**config.mk**
```make
export PLATFORM = sky130hd
export DESIGN_NAME = biquad_iir_filter_df2_core_flat
export DESIGN_NICKNAME = d
export VERILOG_FILES = /design/src/rtl/bqdf2_pkg.sv /design/src/rtl/bqdf2_if.sv /design/src/rtl/bqdf2_datapath.sv /design/src/rtl/biquad_iir_filter_df2_core.sv /design/src/flat_wrapper.sv
export VERILOG_INCLUDE_DIRS = /design/src /design/src/rtl
export SDC_FILE = /design/constraint.sdc
export NUM_CORES = 2
export LEC_CHECK = 0
export BUFFER_PORTS_ARGS = -buffer_cell sky130_fd_sc_hd__buf_4
export CORE_ASPECT_RATIO = 0.5
export CORE_MARGIN = 1.5
export CORE_UTILIZATION = 55
export CTS_BUF_LIST = sky130_fd_sc_hd__clkbuf_4 sky130_fd_sc_hd__clkbuf_8
export CTS_CLUSTER_DIAMETER = 60
export DETAILED_ROUTE_END_ITERATION = 16
export GPL_TIMING_DRIVEN = 0
export PLACE_DENSITY = 0.77
export SYNTH_ARGS = -nofsm -noshare
export SYNTH_HDL_FRONTEND = slang
export SYNTH_SLANG_ARGS = --single-unit
```
**constraint.sdc**
```tcl
create_clock -name clk -period 11.23 [get_ports clk]
set_input_delay 0.5615 -clock clk [delete_from_list [all_inputs] [get_ports clk]]
set_output_delay 0.5615 -clock clk [all_outputs]
set_load 0.005 [all_outputs]
```
**src/rtl/biquad_iir_filter_df2_core_macros.svh**
```systemverilog
// Assertion macros shared by the biquad filter RTL.
`ifndef BIQUAD_IIR_FILTER_DF2_CORE_MACROS_SVH
`define BIQUAD_IIR_FILTER_DF2_CORE_MACROS_SVH

// Same-cycle implication, clocked on clk, off while rst_n is low.
`define BQ_ASSERT_IMP(label, ante, cons, msg) \
    label: assert property (@(posedge clk) disable iff (!rst_n) (ante) |-> (cons)) \
        else $error(msg);

// Next-cycle implication, clocked on clk, off while rst_n is low.
`define BQ_ASSERT_NXT(label, ante, cons, msg) \
    label: assert property (@(posedge clk) disable iff (!rst_n) (ante) |=> (cons)) \
        else $error(msg);

`endif

```
**src/rtl/bqdf2_pkg.sv**
```systemverilog
// Types, constants, coefficient tables and microcode for the biquad filter.
package bqdf2_pkg;

    localparam int SAMPLE_W   = 16;
    localparam int COEF_FRAC  = 16;
    localparam int COEF_W     = COEF_FRAC + 2;
    localparam int STATE_W    = 40;
    localparam int HI_W       = STATE_W - COEF_FRAC;
    localparam int PROD_W     = COEF_W + HI_W;
    localparam int ACC_W      = STATE_W + 4;
    localparam int STEP_W     = 4;
    localparam int CFG_IDX_W  = 2;
    localparam int CFG_DATA_W = 2;

    typedef logic [STEP_W-1:0]          step_t;
    typedef logic signed [COEF_W-1:0]   coef_t;
    typedef logic [CFG_IDX_W-1:0]       cfg_idx_t;

    localparam cfg_idx_t REG_FILTER_KIND = 2'd0;
    localparam cfg_idx_t REG_RATE_SELECT = 2'd1;

    localparam step_t STEP_IDLE  = 4'd0;
    localparam step_t STEP_FIRST = 4'd1;
    localparam step_t STEP_LAST  = 4'd12;

    typedef enum logic [1:0] {
        COND_ALWAYS,
        COND_IN,
        COND_OUT
    } cond_t;

    typedef enum logic [2:0] {
        ACC_HOLD,
        ACC_LOAD_X,
        ACC_ADD,
        ACC_SUB,
        ACC_SAVE_W,
        ACC_FINISH
    } acc_op_t;

    typedef enum logic [2:0] {
        COEF_B0,
        COEF_B1,
        COEF_B2,
        COEF_A1,
        COEF_A2
    } coef_sel_t;

    typedef enum logic [1:0] {
        OPND_S0,
        OPND_S1,
        OPND_W
    } opnd_sel_t;

    typedef struct packed {
        cond_t     cond;
        step_t     target;
        acc_op_t   acc_op;
        coef_sel_t coef_sel;
        opnd_sel_t opnd_sel;
        logic      mul_lo;
    } ctrl_word_t;

    typedef struct packed {
        logic      clear;
        logic      fire;
        acc_op_t   acc_op;
        coef_sel_t coef_sel;
        opnd_sel_t opnd_sel;
        logic      mul_lo;
        logic      kind;
        logic [1:0] rate;
    } dp_ctrl_t;

    // Index is {kind, rate}. b2 equals b0 in every set.
    localparam coef_t COEF_B0_ROM [0:7] = '{
        18'sd8592,  18'sd1826,   18'sd513,    18'sd136,
        18'sd33096, 18'sd50174,  18'sd57356,  18'sd61311
    };
    localparam coef_t COEF_B1_ROM [0:7] = '{
        18'sd17184,   18'sd3652,     18'sd1025,    18'sd273,
        -18'sd66191,  -18'sd100349,  -18'sd114712, -18'sd122621
    };
    // Denominator depends on rate only.
    localparam coef_t COEF_A1_ROM [0:3] = '{
        -18'sd49007, -18'sd96697, -18'sd113687, -18'sd122349
    };
    localparam coef_t COEF_A2_ROM [0:3] = '{
        18'sd17840, 18'sd38464, 18'sd50201, 18'sd57358
    };

    function automatic coef_t coef_lookup(logic kind, logic [1:0] rate, coef_sel_t sel);
        logic [2:0] idx;
        coef_t      v;
        idx = {kind, rate};
        case (sel)
            COEF_B0: v = COEF_B0_ROM[idx];
            COEF_B1: v = COEF_B1_ROM[idx];
            COEF_B2: v = COEF_B0_ROM[idx];
            COEF_A1: v = COEF_A1_ROM[rate];
            COEF_A2: v = COEF_A2_ROM[rate];
            default: v = '0;
        endcase
        return v;
    endfunction

    function automatic ctrl_word_t mk(cond_t c, step_t t, acc_op_t op, coef_sel_t cs,
                                      opnd_sel_t os, logic lo);
        ctrl_word_t w;
        w.cond     = c;
        w.target   = t;
        w.acc_op   = op;
        w.coef_sel = cs;
        w.opnd_sel = os;
        w.mul_lo   = lo;
        return w;
    endfunction

    // Each step issues one partial product; the add and subtract steps accumulate the one issued the step before.
    function automatic ctrl_word_t ucode(step_t pc);
        ctrl_word_t w;
        case (pc)
            4'd0:    w = mk(COND_IN,     4'd1,  ACC_LOAD_X, COEF_A1, OPND_S0, 1'b0);
            4'd1:    w = mk(COND_ALWAYS, 4'd2,  ACC_SUB,    COEF_A1, OPND_S0, 1'b1);
            4'd2:    w = mk(COND_ALWAYS, 4'd3,  ACC_SUB,    COEF_A2, OPND_S1, 1'b0);
            4'd3:    w = mk(COND_ALWAYS, 4'd4,  ACC_SUB,    COEF_A2, OPND_S1, 1'b1);
            4'd4:    w = mk(COND_ALWAYS, 4'd5,  ACC_SUB,    COEF_A2, OPND_S1, 1'b1);
            4'd5:    w = mk(COND_ALWAYS, 4'd6,  ACC_SAVE_W, COEF_B1, OPND_S0, 1'b0);
            4'd6:    w = mk(COND_ALWAYS, 4'd7,  ACC_ADD,    COEF_B1, OPND_S0, 1'b1);
            4'd7:    w = mk(COND_ALWAYS, 4'd8,  ACC_ADD,    COEF_B2, OPND_S1, 1'b0);
            4'd8:    w = mk(COND_ALWAYS, 4'd9,  ACC_ADD,    COEF_B2, OPND_S1, 1'b1);
            4'd9:    w = mk(COND_ALWAYS, 4'd10, ACC_ADD,    COEF_B0, OPND_W,  1'b0);
            4'd10:   w = mk(COND_ALWAYS, 4'd11, ACC_ADD,    COEF_B0, OPND_W,  1'b1);
            4'd11:   w = mk(COND_ALWAYS, 4'd12, ACC_ADD,    COEF_B0, OPND_W,  1'b1);
            4'd12:   w = mk(COND_OUT,    4'd0,  ACC_FINISH, COEF_B0, OPND_W,  1'b0);
            default: w = mk(COND_ALWAYS, 4'd0,  ACC_HOLD,   COEF_B0, OPND_S0, 1'b0);
        endcase
        return w;
    endfunction

endpackage

```
**src/rtl/bqdf2_if.sv**
```systemverilog
// Valid/ready stream interfaces for the filter's sample words.
interface bqdf2_in_if;
    logic                                  valid;
    logic                                  ready;
    logic signed [bqdf2_pkg::SAMPLE_W-1:0] sample_in;

    modport source (output valid, output sample_in, input ready);
    modport sink   (input valid, input sample_in, output ready);
endinterface

interface bqdf2_out_if;
    logic                                  valid;
    logic                                  ready;
    logic signed [bqdf2_pkg::SAMPLE_W-1:0] sample_out;

    modport source (output valid, output sample_out, input ready);
    modport sink   (input valid, input sample_out, output ready);
endinterface

```
**src/rtl/bqdf2_datapath.sv**
```systemverilog
// Biquad datapath: shared multiplier, accumulator, delay states and output rounding.
`include "biquad_iir_filter_df2_core_macros.svh"

module bqdf2_datapath (
    input  logic                                  clk,
    input  logic                                  rst_n,
    input  bqdf2_pkg::dp_ctrl_t                   ctrl,
    input  logic signed [bqdf2_pkg::SAMPLE_W-1:0] x,
    output logic signed [bqdf2_pkg::SAMPLE_W-1:0] y
);

    localparam int SW  = bqdf2_pkg::SAMPLE_W;
    localparam int F   = bqdf2_pkg::COEF_FRAC;
    localparam int STW = bqdf2_pkg::STATE_W;
    localparam int HW  = bqdf2_pkg::HI_W;
    localparam int PW  = bqdf2_pkg::PROD_W;
    localparam int AW  = bqdf2_pkg::ACC_W;
    localparam int RW  = AW - F;

    localparam logic signed [STW-1:0] W_MAX = {1'b0, {(STW-1){1'b1}}};
    localparam logic signed [STW-1:0] W_MIN = {1'b1, {(STW-1){1'b0}}};
    localparam logic signed [SW-1:0]  Y_MAX = {1'b0, {(SW-1){1'b1}}};
    localparam logic signed [SW-1:0]  Y_MIN = {1'b1, {(SW-1){1'b0}}};
    localparam logic signed [AW-1:0]  ROUND_HALF = {{(AW-F){1'b0}}, 1'b1, {(F-1){1'b0}}};

    logic signed [STW-1:0] s0_reg, s0_next;
    logic signed [STW-1:0] s1_reg, s1_next;
    logic signed [STW-1:0] w_reg,  w_next;
    logic signed [AW-1:0]  acc_reg, acc_next;
    logic signed [PW-1:0]  prod_reg, prod_next;
    logic                  prod_lo_reg;

    bqdf2_pkg::coef_t      mul_a;
    logic signed [STW-1:0] opnd;
    logic signed [HW-1:0]  mul_b;
    logic signed [PW-1:0]  prod_shf;
    logic signed [AW-1:0]  term;
    logic signed [AW-1:0]  acc_rnd;
    logic signed [RW-1:0]  y_wide;
    logic                  w_fits;
    logic                  y_fits;

    // Operand is split into a signed high part and an unsigned low part of F bits.
    always_comb
    begin
        mul_a = bqdf2_pkg::coef_lookup(ctrl.kind, ctrl.rate, ctrl.coef_sel);
        case (ctrl.opnd_sel)
            bqdf2_pkg::OPND_S0: opnd = s0_reg;
            bqdf2_pkg::OPND_S1: opnd = s1_reg;
            bqdf2_pkg::OPND_W:  opnd = w_reg;
            default:            opnd = s0_reg;
        endcase
        if (ctrl.mul_lo)
            mul_b = {{(HW-F){1'b0}}, opnd[F-1:0]};
        else
            mul_b = opnd[STW-1:F];
        prod_next = mul_a * mul_b;
    end

    // Low-part products are floored to F fraction bits.
    always_comb
    begin
        prod_shf = prod_lo_reg ? (prod_reg >>> F) : prod_reg;
        term     = {{(AW-PW){prod_shf[PW-1]}}, prod_shf};
    end

    always_comb
    begin
        w_fits  = (acc_reg[AW-1:STW-1] == '0) || (acc_reg[AW-1:STW-1] == '1);
        acc_rnd = acc_reg + ROUND_HALF;
        y_wide  = acc_rnd[AW-1:F];
        y_fits  = (y_wide[RW-1:SW-1] == '0) || (y_wide[RW-1:SW-1] == '1);
        if (y_fits)
            y = y_wide[SW-1:0];
        else if (y_wide[RW-1])
            y = Y_MIN;
        else
            y = Y_MAX;
    end

    always_comb
    begin
        acc_next = acc_reg;
        w_next   = w_reg;
        s0_next  = s0_reg;
        s1_next  = s1_reg;
        if (ctrl.fire)
        begin
            case (ctrl.acc_op)
                bqdf2_pkg::ACC_LOAD_X: acc_next = {{(AW-SW-F){x[SW-1]}}, x, {F{1'b0}}};
                bqdf2_pkg::ACC_ADD:    acc_next = acc_reg + term;
                bqdf2_pkg::ACC_SUB:    acc_next = acc_reg - term;
                bqdf2_pkg::ACC_SAVE_W:
                begin
                    acc_next = '0;
                    if (w_fits)
                        w_next = acc_reg[STW-1:0];
                    else if (acc_reg[AW-1])
                        w_next = W_MIN;
                    else
                        w_next = W_MAX;
                end
                bqdf2_pkg::ACC_FINISH:
                begin
                    s1_next = s0_reg;
                    s0_next = w_reg;
                end
                default:               acc_next = acc_reg;
            endcase
        end
        // A new coefficient set restarts the filter.
        if (ctrl.clear)
        begin
            s0_next = '0;
            s1_next = '0;
        end
    end

    always_ff @(posedge clk or negedge rst_n)
    begin
        if (!rst_n)
        begin
            s0_reg <= '0;
            s1_reg <= '0;
        end
        else
        begin
            s0_reg <= s0_next;
            s1_reg <= s1_next;
        end
    end

    always_ff @(posedge clk)
    begin
        acc_reg <= acc_next;
        w_reg   <= w_next;
        if (ctrl.fire)
        begin
            prod_reg    <= prod_next;
            prod_lo_reg <= ctrl.mul_lo;
        end
    end

    `BQ_ASSERT_NXT(a_clear_zeroes_state, ctrl.clear, (s0_reg == '0) && (s1_reg == '0), "delay states not cleared on config write")
    `BQ_ASSERT_NXT(a_delay_shift, ctrl.fire && (ctrl.acc_op == bqdf2_pkg::ACC_FINISH) && !ctrl.clear, (s1_reg == $past(s0_reg)) && (s0_reg == $past(w_reg)), "delay line did not shift")

endmodule

```
**src/rtl/biquad_iir_filter_df2_core.sv**
```systemverilog
// Biquad IIR filter core: microcoded sequencer, config registers and output word register.
// Second-order Butterworth IIR in direct form II. One signed 16-bit sample word in gives one
// filtered word out. A sample is taken when the sequencer sits at its idle step; the word
// then runs through a 13-step program (idle step included) held in a ROM, which
// drives one shared 18x24 multiplier through ten partial products (each coefficient times
// the high and low parts of a 40-bit state). The last step waits while the previous result
// is still unread in the output register. Writing filter_kind (index 0) or rate_select
// (index 1) selects one of eight coefficient sets and clears both delay states; other
// indexes are ignored. Write configuration only while no sample is in flight.
`include "biquad_iir_filter_df2_core_macros.svh"

module biquad_iir_filter_df2_core (
    input  logic                                clk,
    input  logic                                rst_n,
    bqdf2_in_if.sink                            samples,
    bqdf2_out_if.source                         filtered,
    input  logic                                cfg_wr_en,
    input  logic [bqdf2_pkg::CFG_IDX_W-1:0]     cfg_index,
    input  logic [bqdf2_pkg::CFG_DATA_W-1:0]    cfg_data
);

    localparam int SW = bqdf2_pkg::SAMPLE_W;

    bqdf2_pkg::step_t      pc_reg, pc_next;
    bqdf2_pkg::ctrl_word_t cw;
    bqdf2_pkg::dp_ctrl_t   dp_ctrl;
    logic                  kind_reg;
    logic [1:0]            rate_reg;
    logic                  out_valid_reg;
    logic signed [SW-1:0]  out_data_reg;
    logic signed [SW-1:0]  y;
    logic                  fire;
    logic                  cfg_hit;

    assign cw = bqdf2_pkg::ucode(pc_reg);

    always_comb
    begin
        case (cw.cond)
            bqdf2_pkg::COND_ALWAYS: fire = 1'b1;
            bqdf2_pkg::COND_IN:     fire = samples.valid;
            bqdf2_pkg::COND_OUT:    fire = !out_valid_reg || filtered.ready;
            default:                fire = 1'b1;
        endcase
        pc_next = fire ? cw.target : pc_reg;
    end

    assign samples.ready    = (cw.cond == bqdf2_pkg::COND_IN);
    assign filtered.valid   = out_valid_reg;
    assign filtered.sample_out = out_data_reg;

    assign cfg_hit = cfg_wr_en && ((cfg_index == bqdf2_pkg::REG_FILTER_KIND) ||
                                   (cfg_index == bqdf2_pkg::REG_RATE_SELECT));

    always_comb
    begin
        dp_ctrl.clear    = cfg_hit;
        dp_ctrl.fire     = fire;
        dp_ctrl.acc_op   = cw.acc_op;
        dp_ctrl.coef_sel = cw.coef_sel;
        dp_ctrl.opnd_sel = cw.opnd_sel;
        dp_ctrl.mul_lo   = cw.mul_lo;
        dp_ctrl.kind     = kind_reg;
        dp_ctrl.rate     = rate_reg;
    end

    bqdf2_datapath u_datapath (
        .clk   (clk),
        .rst_n (rst_n),
        .ctrl  (dp_ctrl),
        .x     (samples.sample_in),
        .y     (y)
    );

    always_ff @(posedge clk or negedge rst_n)
    begin
        if (!rst_n)
        begin
            pc_reg        <= bqdf2_pkg::STEP_IDLE;
            kind_reg      <= 1'b0;
            rate_reg      <= 2'd0;
            out_valid_reg <= 1'b0;
        end
        else
        begin
            pc_reg <= pc_next;
            if (cfg_wr_en && (cfg_index == bqdf2_pkg::REG_FILTER_KIND))
                kind_reg <= cfg_data[0];
            if (cfg_wr_en && (cfg_index == bqdf2_pkg::REG_RATE_SELECT))
                rate_reg <= cfg_data[1:0];
            if (fire && (cw.acc_op == bqdf2_pkg::ACC_FINISH))
                out_valid_reg <= 1'b1;
            else if (filtered.ready)
                out_valid_reg <= 1'b0;
        end
    end

    always_ff @(posedge clk)
    begin
        if (fire && (cw.acc_op == bqdf2_pkg::ACC_FINISH))
            out_data_reg <= y;
    end

    `BQ_ASSERT_NXT(a_accept_starts_program, samples.valid && samples.ready, pc_reg == bqdf2_pkg::STEP_FIRST, "program did not start on accepted word")
    `BQ_ASSERT_IMP(a_result_from_last_step, $rose(filtered.valid), $past(pc_reg) == bqdf2_pkg::STEP_LAST, "result word not produced by the last step")

endmodule

```
**src/flat_wrapper.sv**
```systemverilog
// flat-port wrapper written by rule: the top's interface ports become plain ports
module biquad_iir_filter_df2_core_flat 
  (clk, rst_n, cfg_wr_en, cfg_index, cfg_data, samples_valid, samples_sample_in, samples_ready, filtered_valid, filtered_sample_out, filtered_ready);
  bqdf2_in_if samples_i ();
  bqdf2_out_if filtered_i ();
  input  logic clk;
  input  logic rst_n;
  input  logic cfg_wr_en;
  input  logic [bqdf2_pkg::CFG_IDX_W-1:0] cfg_index;
  input  logic [bqdf2_pkg::CFG_DATA_W-1:0] cfg_data;
  input wire logic [$bits(samples_i.valid)-1:0] samples_valid;
  input wire logic [$bits(samples_i.sample_in)-1:0] samples_sample_in;
  output wire logic [$bits(samples_i.ready)-1:0] samples_ready;
  output wire logic [$bits(filtered_i.valid)-1:0] filtered_valid;
  output wire logic [$bits(filtered_i.sample_out)-1:0] filtered_sample_out;
  input wire logic [$bits(filtered_i.ready)-1:0] filtered_ready;
  assign samples_i.valid = samples_valid;
  assign samples_i.sample_in = samples_sample_in;
  assign samples_ready = samples_i.ready;
  assign filtered_valid = filtered_i.valid;
  assign filtered_sample_out = filtered_i.sample_out;
  assign filtered_i.ready = filtered_ready;
  biquad_iir_filter_df2_core u_core (.clk(clk), .rst_n(rst_n), .samples(samples_i), .filtered(filtered_i), .cfg_wr_en(cfg_wr_en), .cfg_index(cfg_index), .cfg_data(cfg_data));
endmodule
```
==> flow_summary.toml <==
[timing]
timing.final.max_slew_violations = 0
achievable-frequency_mhz = 91.6
finalSetupViolations = 0
fin_skew_ns = 0.0449
hold_violations = 0
slew-limit-headroom = 0.159
finalCriticalPeriod_ns = 10.91
period_share = 0.972
worst_slew_pin_slew_ns = 1.25

[floorplanning]
chipHeight_um = 168
rows = 60
die-area_um2 = 56100
io_pins = 43
start_util = 0.557
die_x_um = 333
core_area_um2 = 53800

[run_status]
status = "completed"

[grt]
grt_overflow_total = 0
grt_max_degree = 89
antenna_found_initial = 5
grt_pass1_wl_mm = 144
grt_pass1_vias = 24700
grt_usage = 0.338

[synthesis]
syn_inst = 3381
synth_top_cells_by_count = "546 x inv_1, 504 x nand2_1, 426 x fa_1"
synth.most_common_cell = "inv_1"
synth_fp_nets = 3999
yosys_warnings = 0
ys_ff_latch = 231
synth_area_leader_cell = "fa_1"
synth-edff-count = 143
syn_area_um2 = 30000
synth_cell_types = 88
synth_area_leaders = "fa_1 28%, edfxtp_1 14%, dfrtp_1 7.3%"
synth_seq_area_share = 0.216
syn_area_per_cell_um2 = 8.88
yosys_most_used_dff = "edfxtp_1"
async_flop_share = 0.381
synth_top_area_frac = 0.284

[placement]
port_buffers = 42
placed_area_um2 = 31300
dp.cells = 4139
hpwl_mm = 75.4
gp_congestion = 1.02

[route]
routed_wl_mm = 94.1
vias = 25300
antenna_left = 0
drt-wirelength-per-cell_um = 22.3
drtIter0Drc = 2992
viasPerCell = 6.01
dr.pass1.iters = 6
drc = 0

[critical_path]
critPathBufInv = 8
r2r-start = "u_core.pc_reg[0]"
end_kind = "flip-flop"
cp_slowest_stage_delay_ns = 0.60
path_depth = 33
r2r_slack_ns = 0.32
worstSetupPathType = "reg -> reg"
worstPathRequired_ns = 11.54
rr_worst_depth = 33
crit_family = "adder cells"
crit_fanout = 10
arrival_ns = 11.23
slowest_stage = "fa_1"
reg2reg_to = "u_core.u_datapath.prod_reg[40]"
cp-start-kind = "flip-flop"

[final_layout]
drive_above_1_share = 0.0628
fin_area_um2 = 32400
fillers = 4648
final_cells = 4217
nNetsFinal = 4086
synthToLayoutAreaGrowth_pct = 7.94
largest_register_ffs = 44

[clock_network]
cts_buffers = 41
root_buffer = "clkbuf_8"
worstSkewPairLatency_ns = 0.59
cts_setup_buffers = 0
clk_pin_slew_worst_paths_ns = 0.06
clockBufferDepth = 3
cts_tree = "yes"
numClockSinks = 231
h-tree-depth = 2

[hold_path]
hp-class = "in -> async"

[run]
maxCapViolations = 0
[layer usage]
metal | wire length [um] | share of wire | GRT usage
met5 | 13 | 0.00014 | 0
met4 | 4350 | 0.046 | 0.140
met3 | 12300 | 0.13 | 0.0968
met2 | 39900 | 0.42 | 0.498
met1 | 37500 | 0.40 | 0.471
[cells by family after synthesis]
group | after synthesis | share of synthesized area
compound gates | 592 | 0.125
xor+xnor | 138 | 0.0403
fa+ha+maj | 593 | 0.354
buf+inv | 702 | 0.0886
flops | 231 | 0.216
mux | 70 | 0.0245
simple gates | 1055 | 0.151
[cells in the final DEF (no fill, tap or decap), types with 30 or more instances in the layout]
master / n
nand3_1: 30
fa_1: 426
xnor2_1: 86
a21oi_1: 214
clkbuf_1: 123
xor2_1: 51
nor2_1: 334
a21o_1: 83
ha_1: 167
nand2_1: 504
mux2i_1: 40
edfxtp_1: 143
clkbuf_8: 46
buf_4: 44
nor3_1: 36
o21ai_0: 113
dfrtp_1: 88
inv_1: 546
[final cells by class]
| cell class | count | area, um2 | share of cell area |
|---|---|---|---|
| antenna | 3 | 7.51 | 0.000232 |
| timing repair buffer | 46 | 390 | 0.0121 |
| sequential | 231 | 6500 | 0.201 |
| clock buffer | 60 | 738 | 0.0228 |
| multi-input combinational | 2448 | 21000 | 0.649 |
| tap | 713 | 892 | 0.0275 |
| buffer | 152 | 611 | 0.0189 |
| clock inverter | 16 | 161 | 0.00498 |
| inverter | 548 | 2060 | 0.0635 |
[per-stage QoR]
step           hold WS [ns]   util  TNS [ns]  worst slack, ns
2_1_floorplan         0.266      -         0             2.67
3_3_place_gp          0.510  0.580    -0.678           -0.590
3_5_place_dp          0.516  0.582     -1.11           -0.715
4_1_cts               0.206  0.599         0          0.00821
5_1_grt               0.224  0.602   -0.0178          -0.0178
6_report              0.169  0.602         0            0.317
[how the worst max path moves through the flow]
stage                          start                        endpoint  slack (ns)
finish              u_core.pc_reg[0]  u_core.u_datapath.prod_reg[40]        0.32
global route        u_core.pc_reg[0]  u_core.u_datapath.prod_reg[40]       -0.02
CTS                 u_core.pc_reg[0]  u_core.u_datapath.prod_reg[40]       0.008
detailed placement  u_core.pc_reg[0]  u_core.u_datapath.prod_reg[38]       -0.71
global placement    u_core.pc_reg[0]  u_core.u_datapath.prod_reg[38]       -0.59
floorplan           u_core.pc_reg[0]  u_core.u_datapath.prod_reg[40]        2.67
[repair_timing]
item	CTS	global route
cloned	0	0
hold buffers	0	0
gates resized for setup	14	51
hold endpoints to repair	0	0
endpoints found under the setup margin	4	11
pin swaps	0	0
Power is left out: the tool's default activity adds up to more than one toggle a clock period on the data nets, which glitch-free logic cannot reach.
